**src/rtl/length_prefixed_frame_extractor_macros.svh**
```systemverilog
// assertion macros for the length prefixed frame extractor
// bodies refer to the aclk and aresetn of the module that includes this file
`ifndef LENGTH_PREFIXED_FRAME_EXTRACTOR_MACROS_SVH
`define LENGTH_PREFIXED_FRAME_EXTRACTOR_MACROS_SVH

`ifndef ASSERT_OFF

// check held off while reset is asserted
`define LPFE_ASSERT(label, prop) \
    label: assert property (@(posedge aclk) disable iff (!aresetn) (prop)) \
        else $error("lpfe assertion failed");

// check that also covers cycles in reset
`define LPFE_ASSERT_RST(label, prop) \
    label: assert property (@(posedge aclk) (prop)) \
        else $error("lpfe reset assertion failed");

`else

`define LPFE_ASSERT(label, prop)
`define LPFE_ASSERT_RST(label, prop)

`endif

`endif

```
**src/rtl/lpfe_pkg.sv**
```systemverilog
// shared types and constants for the length prefixed frame extractor
// no dependencies
package lpfe_pkg;

    // frame header layout
    localparam int LEN_W   = 20;
    localparam int FLAGS_W = 11;
    localparam int BYTE_W  = 8;
    localparam int STAT_W  = 3;
    localparam int HDR_BYTES = 4;

    // smallest legal frame length, the header itself
    localparam logic [LEN_W-1:0] MIN_LEN = LEN_W'(HDR_BYTES);

    // result status codes
    localparam logic [STAT_W-1:0] STAT_DATA     = 3'd0;
    localparam logic [STAT_W-1:0] STAT_NEG_LEN  = 3'd1;
    localparam logic [STAT_W-1:0] STAT_OVER_BUF = 3'd2;
    localparam logic [STAT_W-1:0] STAT_OVER_CAP = 3'd3;
    localparam logic [STAT_W-1:0] STAT_SHORT    = 3'd4;

    // output queue sizing
    localparam int QDEPTH = 8;
    localparam int QPTR_W = 3;
    localparam int QLVL_W = 4;
    localparam int PUSH_W = 3;

    // one result word
    typedef struct packed {
        logic [BYTE_W-1:0]  out_byte;
        logic [FLAGS_W-1:0] frame_flags;
        logic               frame_last;
        logic [STAT_W-1:0]  status;
    } result_t;

    // burst of up to four result words from one input word, word 0 goes first
    typedef struct packed {
        logic [PUSH_W-1:0]       count;
        result_t [HDR_BYTES-1:0] word;
    } push_t;

    // queue status toward the input side
    typedef struct packed {
        logic [QLVL_W-1:0] level;
        logic              room;
    } q_stat_t;

endpackage

```
**src/rtl/lpfe_parser.sv**
```systemverilog
// header collection, header checks and payload pass-through
// depends on lpfe_pkg
module lpfe_parser #(
    parameter int BUFFER_LIMIT = 65536
) (
    input  logic                        aclk,
    input  logic                        aresetn,
    input  logic                        in_accept,
    input  logic [lpfe_pkg::BYTE_W-1:0] in_byte,
    input  logic [lpfe_pkg::LEN_W-1:0]  max_len,
    output lpfe_pkg::push_t             push
);

    localparam int LIMIT_W = lpfe_pkg::LEN_W + 1;

    typedef enum logic [2:0] {
        PH_HEADER  = 3'b001,
        PH_PAYLOAD = 3'b010,
        PH_ERROR   = 3'b100
    } phase_t;

    phase_t                        phase_reg, phase_next;
    logic [31:0]                   shift_reg, shift_next;
    logic [1:0]                    cnt_reg, cnt_next;
    logic [lpfe_pkg::LEN_W-1:0]    left_reg, left_next;
    logic [lpfe_pkg::FLAGS_W-1:0]  flags_reg, flags_next;

    logic [31:0]                   hdr;
    logic [lpfe_pkg::LEN_W-1:0]    hdr_len;
    logic [lpfe_pkg::FLAGS_W-1:0]  hdr_flags;
    logic [lpfe_pkg::STAT_W-1:0]   hdr_status;
    logic [lpfe_pkg::LEN_W-1:0]    left_dec;

    // header word as it stands after this byte
    assign hdr       = {shift_reg[23:0], in_byte};
    assign hdr_len   = hdr[lpfe_pkg::LEN_W-1:0];
    assign hdr_flags = hdr[30:20];
    assign left_dec  = left_reg - lpfe_pkg::LEN_W'(1);

    // header checks in priority order
    always_comb begin
        if (hdr[31]) begin
            hdr_status = lpfe_pkg::STAT_NEG_LEN;
        end else if ({1'b0, hdr_len} >= LIMIT_W'(BUFFER_LIMIT)) begin
            hdr_status = lpfe_pkg::STAT_OVER_BUF;
        end else if (hdr_len > max_len) begin
            hdr_status = lpfe_pkg::STAT_OVER_CAP;
        end else if (hdr_len < lpfe_pkg::MIN_LEN) begin
            hdr_status = lpfe_pkg::STAT_SHORT;
        end else begin
            hdr_status = lpfe_pkg::STAT_DATA;
        end
    end

    // next state and result burst
    always_comb begin
        phase_next = phase_reg;
        shift_next = shift_reg;
        cnt_next   = cnt_reg;
        left_next  = left_reg;
        flags_next = flags_reg;
        push       = '0;
        if (in_accept) begin
            unique case (phase_reg)
                PH_PAYLOAD: begin
                    left_next = left_dec;
                    push.count = lpfe_pkg::PUSH_W'(1);
                    push.word[0].out_byte    = in_byte;
                    push.word[0].frame_flags = flags_reg;
                    push.word[0].frame_last  = (left_dec == '0);
                    push.word[0].status      = lpfe_pkg::STAT_DATA;
                    if (left_dec == '0) begin
                        phase_next = PH_HEADER;
                    end
                end
                PH_HEADER: begin
                    shift_next = hdr;
                    cnt_next   = cnt_reg + 2'd1;
                    // fourth byte completes the header
                    if (cnt_reg == 2'd3) begin
                        if (hdr == '0) begin
                            // empty header, skip silently
                        end else if (hdr_status != lpfe_pkg::STAT_DATA) begin
                            phase_next = PH_ERROR;
                            push.count = lpfe_pkg::PUSH_W'(1);
                            push.word[0].out_byte    = '0;
                            push.word[0].frame_flags = hdr_flags;
                            push.word[0].frame_last  = 1'b0;
                            push.word[0].status      = hdr_status;
                        end else begin
                            flags_next = hdr_flags;
                            left_next  = hdr_len - lpfe_pkg::MIN_LEN;
                            push.count = lpfe_pkg::PUSH_W'(lpfe_pkg::HDR_BYTES);
                            for (int k = 0; k < lpfe_pkg::HDR_BYTES; k++) begin
                                push.word[k].out_byte    = hdr[31 - 8*k -: 8];
                                push.word[k].frame_flags = hdr_flags;
                                push.word[k].frame_last  = 1'b0;
                                push.word[k].status      = lpfe_pkg::STAT_DATA;
                            end
                            push.word[lpfe_pkg::HDR_BYTES-1].frame_last =
                                (hdr_len == lpfe_pkg::MIN_LEN);
                            if (hdr_len != lpfe_pkg::MIN_LEN) begin
                                phase_next = PH_PAYLOAD;
                            end
                        end
                    end
                end
                PH_ERROR: begin
                    // drop everything until reset
                end
                default: begin
                    phase_next = PH_ERROR;
                end
            endcase
        end
    end

    // state registers
    always_ff @(posedge aclk) begin
        if (!aresetn) begin
            phase_reg <= PH_HEADER;
            shift_reg <= '0;
            cnt_reg   <= '0;
            left_reg  <= '0;
            flags_reg <= '0;
        end else begin
            phase_reg <= phase_next;
            shift_reg <= shift_next;
            cnt_reg   <= cnt_next;
            left_reg  <= left_next;
            flags_reg <= flags_next;
        end
    end

endmodule

```
**src/rtl/lpfe_out_queue.sv**
```systemverilog
// output queue, takes bursts of up to four words and hands them out one a cycle while pop is high
// depends on lpfe_pkg
module lpfe_out_queue (
    input  logic                aclk,
    input  logic                aresetn,
    input  lpfe_pkg::push_t     push,
    input  logic                pop,
    output logic                out_valid,
    output lpfe_pkg::result_t   out_word,
    output lpfe_pkg::q_stat_t   stat
);

    lpfe_pkg::result_t                mem [lpfe_pkg::QDEPTH];
    logic [lpfe_pkg::QPTR_W-1:0]      rd_ptr_reg, rd_ptr_next;
    logic [lpfe_pkg::QPTR_W-1:0]      wr_ptr_reg, wr_ptr_next;
    logic [lpfe_pkg::QLVL_W-1:0]      level_reg, level_next;
    logic [lpfe_pkg::QPTR_W-1:0]      wr_off [lpfe_pkg::QDEPTH];
    logic [lpfe_pkg::QDEPTH-1:0]      wr_en;

    // per entry offset into the incoming burst
    always_comb begin
        for (int i = 0; i < lpfe_pkg::QDEPTH; i++) begin
            wr_off[i] = lpfe_pkg::QPTR_W'(i) - wr_ptr_reg;
            wr_en[i]  = ({1'b0, wr_off[i]} < {1'b0, push.count});
        end
    end

    // pointer and fill level update
    always_comb begin
        rd_ptr_next = rd_ptr_reg + lpfe_pkg::QPTR_W'(pop);
        wr_ptr_next = wr_ptr_reg + lpfe_pkg::QPTR_W'(push.count);
        level_next  = level_reg + lpfe_pkg::QLVL_W'(push.count)
                      - lpfe_pkg::QLVL_W'(pop);
    end

    always_ff @(posedge aclk) begin
        if (!aresetn) begin
            rd_ptr_reg <= '0;
            wr_ptr_reg <= '0;
            level_reg  <= '0;
        end else begin
            rd_ptr_reg <= rd_ptr_next;
            wr_ptr_reg <= wr_ptr_next;
            level_reg  <= level_next;
        end
    end

    // entry storage
    always_ff @(posedge aclk) begin
        for (int i = 0; i < lpfe_pkg::QDEPTH; i++) begin
            if (wr_en[i]) begin
                mem[i] <= push.word[wr_off[i][1:0]];
            end
        end
    end

    // head of queue
    assign out_valid  = (level_reg != '0);
    assign out_word   = mem[rd_ptr_reg];
    assign stat.level = level_reg;
    assign stat.room  = (level_reg <=
                         lpfe_pkg::QLVL_W'(lpfe_pkg::QDEPTH - lpfe_pkg::HDR_BYTES));

endmodule

```
**src/rtl/length_prefixed_frame_extractor.sv**
```systemverilog
// Length prefixed frame extractor: takes one received byte per cycle while
// s_tready is high and delivers one frame word per cycle while m_tready is
// high. A byte is accepted every cycle while the eight-word output queue has
// at least four free slots; the fourth byte of a header pushes all four header
// words at once, and the first three bytes of a header push nothing, so a
// steady stream with m_tready high runs at one byte per cycle. A header with
// bit 31 set, a length at or above BUFFER_LIMIT, above max_frame_len or below
// four yields a single error word (out_byte zero, status nonzero) and then all
// further bytes are dropped until reset. An all-zero header is skipped.
// cfg_wdata sets max_frame_len, reset value 65535.
`include "length_prefixed_frame_extractor_macros.svh"
module length_prefixed_frame_extractor #(
    parameter int BUFFER_LIMIT = 65536
) (
    input  logic        aclk,
    input  logic        aresetn,
    // config write of max_frame_len
    input  logic        cfg_we,
    input  logic [19:0] cfg_wdata,
    // received stream
    input  logic        s_tvalid,
    output logic        s_tready,
    input  logic [7:0]  s_tdata,    // [7:0] rx_byte
    // frame stream
    output logic        m_tvalid,
    input  logic        m_tready,
    output logic [7:0]  m_tdata,    // [7:0] out_byte
    output logic        m_tlast,    // frame_last
    output logic [13:0] m_tuser     // [10:0] frame_flags, [13:11] status
);

    logic [lpfe_pkg::LEN_W-1:0] max_len_reg;
    logic                       in_accept;
    logic                       pop;
    lpfe_pkg::push_t            push;
    lpfe_pkg::result_t          head;
    lpfe_pkg::q_stat_t          q_stat;

    // consumer capacity register
    always_ff @(posedge aclk) begin
        if (!aresetn) begin
            max_len_reg <= lpfe_pkg::LEN_W'(65535);
        end else if (cfg_we) begin
            max_len_reg <= cfg_wdata;
        end
    end

    // handshakes
    assign s_tready  = q_stat.room;
    assign in_accept = s_tvalid && s_tready;
    assign pop       = m_tvalid && m_tready;

    lpfe_parser #(
        .BUFFER_LIMIT(BUFFER_LIMIT)
    ) u_parser (
        .aclk      (aclk),
        .aresetn   (aresetn),
        .in_accept (in_accept),
        .in_byte   (s_tdata),
        .max_len   (max_len_reg),
        .push      (push)
    );

    lpfe_out_queue u_queue (
        .aclk      (aclk),
        .aresetn   (aresetn),
        .push      (push),
        .pop       (pop),
        .out_valid (m_tvalid),
        .out_word  (head),
        .stat      (q_stat)
    );

    // output word fields
    assign m_tdata = head.out_byte;
    assign m_tlast = head.frame_last;
    assign m_tuser = {head.status, head.frame_flags};

    // queue never holds more than its depth
    `LPFE_ASSERT(a_level_bound, q_stat.level <= lpfe_pkg::QLVL_W'(lpfe_pkg::QDEPTH))
    // a burst only lands when four slots were free
    `LPFE_ASSERT(a_push_room, (push.count != '0) |-> (q_stat.level <= 4'd4))
    // one byte yields no word, one word or a full header
    `LPFE_ASSERT(a_push_size, push.count == 3'd0 || push.count == 3'd1 || push.count == 3'd4)
    // nothing offered right after reset
    `LPFE_ASSERT_RST(a_reset_empty, !aresetn |=> !m_tvalid)

endmodule

```
**config.mk**
```make
export PLATFORM = sky130hd
export DESIGN_NAME = length_prefixed_frame_extractor
export DESIGN_NICKNAME = d
export VERILOG_FILES = /design/src/rtl/lpfe_pkg.sv /design/src/rtl/lpfe_parser.sv /design/src/rtl/lpfe_out_queue.sv /design/src/rtl/length_prefixed_frame_extractor.sv
export VERILOG_INCLUDE_DIRS = /design/src /design/src/rtl
export SDC_FILE = /design/constraint.sdc
export NUM_CORES = 1
export LEC_CHECK = 0
export ABC_CLOCK_PERIOD_IN_PS = 7000
export BUFFER_PORTS_ARGS = -buffer_cell sky130_fd_sc_hd__buf_2
export CORE_MARGIN = 5
export CORE_UTILIZATION = 62
export CTS_CLUSTER_DIAMETER = 50
export DETAILED_ROUTE_END_ITERATION = 10
export PLACE_DENSITY = 0.82
export SYNTH_ARGS = -nofsm -noshare
export SYNTH_HDL_FRONTEND = slang
export SYNTH_SLANG_ARGS = --single-unit
```
**constraint.sdc**
```tcl
create_clock -name aclk -period 7 [get_ports aclk]
set_input_delay 0.7 -clock aclk [delete_from_list [all_inputs] [get_ports aclk]]
set_output_delay 0.7 -clock aclk [all_outputs]
set_load 0.05 [all_outputs]
```
**Word level (Yosys, flattened, before mapping)**

Memory sizes are Yosys's and may differ from the RTL's. A register that Yosys moved wholly into a read port is not among the register bits.
Cells that the tools add are included.

- $add $sub $neg: 15
- Magnitude comparators: 20
- Eq/ne operators: 11
- Multiplexer cells: 68
- Bitwise logic cells: 3
- Reduce and logical (&&, ||, !) cells: 15

Operator list:

| cell | count |
|---|---|
| 23-bit binary-select mux with 2-bit select | 8 |
| 23-bit two-way mux | 13 |
| 95-bit two-way mux | 3 |
| 69-bit two-way mux | 2 |
| 23-bit OR reduction | 4 |
| 20-bit two-way mux | 3 |
| 23-bit one-hot mux with 2 select lines | 1 |
| 3-bit two-way mux | 15 |
| 20-bit one-hot mux with 2 select lines | 1 |
| 32-bit logical NOT | 1 |
| 2-bit by 3-bit less-than comparator with 1-bit output, second input constant | 8 |
| 3-bit less-than comparator | 8 |
| 20-bit by 3-bit equality test with 1-bit output, second input constant | 1 |
| 20-bit by 17-bit greater-or-equal comparator with 1-bit output, second input constant | 1 |
| 20-bit greater-than comparator | 1 |
| 20-bit logical NOT | 1 |
| 20-bit by 3-bit less-than comparator with 1-bit output, second input constant | 1 |
| 1-bit two-way mux | 20 |
| 20-bit by 3-bit != test with 1-bit output, second input constant | 1 |
| 20-bit by 1-bit subtractor with 20-bit output, second input constant | 1 |
| 20-bit by 3-bit subtractor with 20-bit output, second input constant | 1 |
| 3-bit subtractor, first input constant | 4 |
| 5-bit AND reduction | 2 |
| 3-bit one-hot mux with 3 select lines | 1 |
| 23 further kinds | 30 |

- Register bits after elaboration: 90
- RAM bits: 184
- Input port bits: 33
- Output and inout bits: 25
- Logic and storage cells: 142
- Memories kept: 1

Memories:

| name | depth | width | rd ports | clocked after Yosys merged registers in | write ports | line | text |
|---|---|---|---|---|---|---|---|
| u_queue.mem | 8 | 23 | 1 | 1 | 4 | lpfe_out_queue.sv:13 | `lpfe_pkg::result_t mem [lpfe_pkg::QDEPTH];` |

**Longest topological paths before layout**

- Depth in word-level cells: 16
- Gate-level depth with buffers: 18
- Gate-level depth less buffers: 15

**Hierarchy**

A second synthesis with hierarchy kept.

- Cells, all modules: 1170
- Area, all modules: 15422.3 sq um

By module, submodules not included:

| module | instances | cells an instance | area an instance (sq um) |
|---|---|---|---|
| lpfe_out_queue | 1 | 472 | 10075.9 |
| lpfe_parser | 1 | 632 | 4621.9 |
| length_prefixed_frame_extractor | 1 | 66 | 724.4 |

**Least setup slack after synthesis**

No wires, ideal clock.

- Path kind: input port to flip-flop
- Start: in s_tdata[0]
- End: mem u_queue.mem[1][0] (netlist bit) (enable)
- Setup time: 0.439 ns
- Arrival: 5.460 ns
- Data required time: 6.561 ns
- Path slack: 1.101 ns
- Cell stages on the path: 15
- Path buffers: 3
- Cell sequence: clkbuf_1 > inv_1 > ha_1 > nor2b_1 > o21ai_0 > a21bo_2 > nand4_1 > a2111oi_0 > and2_1 > buf_6 > clkinv_2 > buf_4 > fa_1 > and3_1 > a211oi_1

RTL lines:

| item | line | text |
|---|---|---|
| from (decl) | length_prefixed_frame_extractor.sv:23 | `input logic [7:0] s_tdata,` |
| to (decl) | lpfe_out_queue.sv:13 |  |

==> Flow_metrics.wiki <==
{| class="wikitable"
! Metric !! Value
|-
| Storage cell area || 7330 um2
|-
| Gr ovfl total || 0
|-
| RSZ-0062 raised after global routing || no
|-
| Pin count of the biggest net entering global routing || 58
|-
| Clock latency on the worst-skew pair || 570 ps
|-
| Combined buffer and inverter count along the critical path || 2
|-
| FILL cells || 1548
|-
| Synthesized-area fraction occupied by ao, oa, aoi and oai cells || 0.128
|-
| Final nets || 1359
|-
| Multi-input logic area || 6070 um2
|-
| Post-Synth Adder-Cell Area || 0.0439
|-
| Final cell count without fillers || 1582
|-
| Leakage power figure || 5.17 nW
|-
| Count of flip-flops with a built-in enable after synthesis || 184
|-
| Number of resized instances in the post-cts repair step || 0
|-
| DIE AREA || 25500 um2
|-
| Status || finished, final reports clean
|-
| Dominant combinational cell family by area after synthesis || simple AND/OR/NAND/NOR gates
|-
| Post-CTS setup buffer count || 0
|-
| Cell family with most CP delay || simple AND/OR/NAND/NOR gates
|-
| Syn nets || 1342
|-
| Cts hold-fix bufs || 0
|-
| Number of iterations in the first detailed-routing pass || 6
|-
| Category of the critical setup timing path || reg -> reg
|-
| Final core utilization || 0.698
|-
| Final count of hold timing violations || 0
|-
| Dpl cell area || 14400 um2
|-
| Antenna fix cells || 0
|-
| Critical-path maximum fanout || 29
|-
| Placed wire-length estimate || 25300 um
|-
| Gate Count Post-Synth || 1262
|-
| Mapped Area || 13900 um2
|-
| Die height || 160 um
|-
| Yosys top cell by area || edfxtp_1
|-
| Basic-gate share of the synthesized area counting and, or, nand and nor cells || 0.132
|-
| Layout cell share with drive strength beyond 1 || 0.171
|-
| Minimum setup slack after placement || 1730 ps
|-
| Power per Cell Area || 310 nW/um2
|-
| Max-slew violation total from the final report || 0
|-
| Clock-pin slew reported for the worst setup and hold paths after clock tree synthesis || 60 ps
|-
| Max Root-Sink Buffers || 3
|-
| Via count of the first global-routing pass || 10200
|-
| Main synth FF type || edfxtp_1
|-
| CTS H-tree lvls || 1
|-
| Highest-count cells in the layout ignoring fill and taps || edfxtp_1 (184), nand2_1 (168), nor2_1 (100)
|-
| Die extent in x || 160 um
|-
| Share of async-settable or async-resettable flops after synthesis || 0
|-
| Worst Clk Skew || 12.8 ps
|-
| Average instance area after synthesis || 11.0 um2
|-
| Cell Rows || 54
|-
| Overall Global Routing Usage || 0.284
|-
| Final design instance area without fill || 15300 um2
|-
| Final period utilization || 0.755
|-
| Average vias per placed instance || 6.66
|-
| Most common cell after layout, fill and taps aside || edfxtp_1
|-
| Clock tree from TritonCTS || built
|-
| Parity-gate share of the synthesized area counting xor and xnor cells || 0.0170
|-
| Number of top-level design ports || 58
|-
| Global-route wire length before repair || 58000 um
|-
| I/O Buffers || 57
|-
| Critical path data arrival time || 5510 ps
|-
| Final total negative setup slack || 0 ps
|-
| Series of cell instances along the critical path || nor2_1 -> and2_1 -> nand2_1 -> nor2_2 -> and2_1 -> clkinv_2 -> fa_1 -> or3_1 -> o21ai_0 -> a21oi_2 -> buf_4
|-
| Main area contributors after synthesis || edfxtp_1 (40%), dfxtp_1 (13%), mux4_2 (7.4%)
|-
| Most frequent CP cell || and2_1
|-
| Flop and latch count out of synthesis || 274
|-
| Effective utilization at floorplan || 0.633
|-
| Mux cell area share after synthesis || 0.112
|-
| Clock sink count || 274
|-
| Netlist cell types || 72
|-
| Final number of setup-violating endpoints || 0
|-
| Master of the slowest instance on the critical path || nand2_1
|-
| Total core area || 22000 um2
|-
| Worst vdd ir || 0.000248 V
|-
| Timing-limited maximum frequency || 0.189 GHz
|-
| Remaining number of nets flagged by the antenna check after routing || 0
|-
| Final Wtd Congestion || 0.939
|-
| Iter 0 DRT Violations || 1362
|-
| Placed instance count || 1526
|-
| Wire per inst || 23.1 um
|-
| Number of antenna violations at the first check in global routing || 1
|-
| Number of buffers created by CTS || 31
|-
| Number of max-capacitance violations reported || 0
|-
| Final wirelength || 36600 um
|-
| Worst relative slew slack || 0.166
|-
| Transition at the pin with the smallest max-transition slack || 1250 ps
|-
| Share of synthesized area occupied by flip-flops and latches || 0.527
|-
| Peak per-stage delay on the critical path || 900 ps
|-
| Total via count after detailed routing || 10500
|-
| Worst Setup Slack, final || 1710 ps
|-
| Final Power || 4.74 mW
|-
| CTS root buffer || clkbuf_16
|-
| DRC errors left || 0
|-
| Worst min-delay path category || in -> reg
|-
| Post-synthesis to final-layout area growth || 10.2%
|-
| Category of the worst setup path capture point || flop
|-
| Number of flip-flops under the largest register name || 184
|-
| Share of the synthesized area in the top cell type || 0.397
|-
| CP Data Required Time || 7220 ps
|-
| Tmin final || 5290 ps
|-
| Sort of element at the start of the critical path || flop
|-
| Synth warn || 0
|-
| Hold slack final || 349 ps
|}
final timing paths:
check             slack, ps                  start  cells after the start                    end
setup / recovery       1710  u_parser.phase_reg[2]                     11     u_queue.mem[5][15]
hold / removal          350           cfg_wdata[4]                      3         max_len_reg[4]
setup reg to reg       1710  u_parser.phase_reg[2]                     11     u_queue.mem[5][15]
hold reg to reg         460  u_parser.flags_reg[1]                      2  u_parser.flags_reg[1]
tightest hold or removal path, cell delays in order:
cell and delay [ps]:
buf_2 70, nand2_1 40, o211ai_1 70
cells by family after synthesis:
logic type,after synthesis
muxes,94
buffers and inverters,141
and+or+nand+nor,405
adders and majority gates,47
xor gates and xnor gates,27
DFF,274
AOI/OAI and AO/OA,274
layout make-up:
cell class | count | area share
Sequential cell | 274 | 0.478
Timing Repair Buffer | 75 | 0.0274
Clock inverter | 17 | 0.00963
Inverter | 50 | 0.0123
Multi-Input combinational cell | 847 | 0.396
Tap cell | 280 | 0.0229
Clock buffer | 39 | 0.0532
where the power goes:
part / switching (mW) / internal, mW / total (mW)
Sequential: 0.177 / 1.81 / 1.98
Combinational: 0.754 / 0.479 / 1.23
Clock: 0.658 / 0.869 / 1.53
cells in the mapped netlist, types with 11 or more instances:
| library cell | n |
|---|---|
| a21oi_1 | 89 |
| a31oi_1 | 16 |
| and2_1 | 14 |
| clkbuf_1 | 70 |
| dfxtp_1 | 90 |
| edfxtp_1 | 184 |
| ha_1 | 44 |
| inv_1 | 46 |
| mux2_2 | 32 |
| mux2i_1 | 16 |
| mux4_2 | 46 |
| nand2_1 | 168 |
| nand3_1 | 26 |
| nand4_1 | 11 |
| nor2_1 | 101 |
| nor3_1 | 22 |
| o211ai_1 | 15 |
| o21ai_0 | 29 |
| o22ai_1 | 47 |
| or4_1 | 11 |
| xnor2_1 | 17 |
per-layer routing:
layer / up-vias / track usage / part of all wire
met5: - / 0 / 0.00019
met4: 2 / 0.111 / 0.048
met3: 138 / 0.0469 / 0.10
met2: 685 / 0.464 / 0.47
met1: 4963 / 0.386 / 0.38
li1: 4750 / - / -
Note: power is estimated with default switching activity, not from simulation.
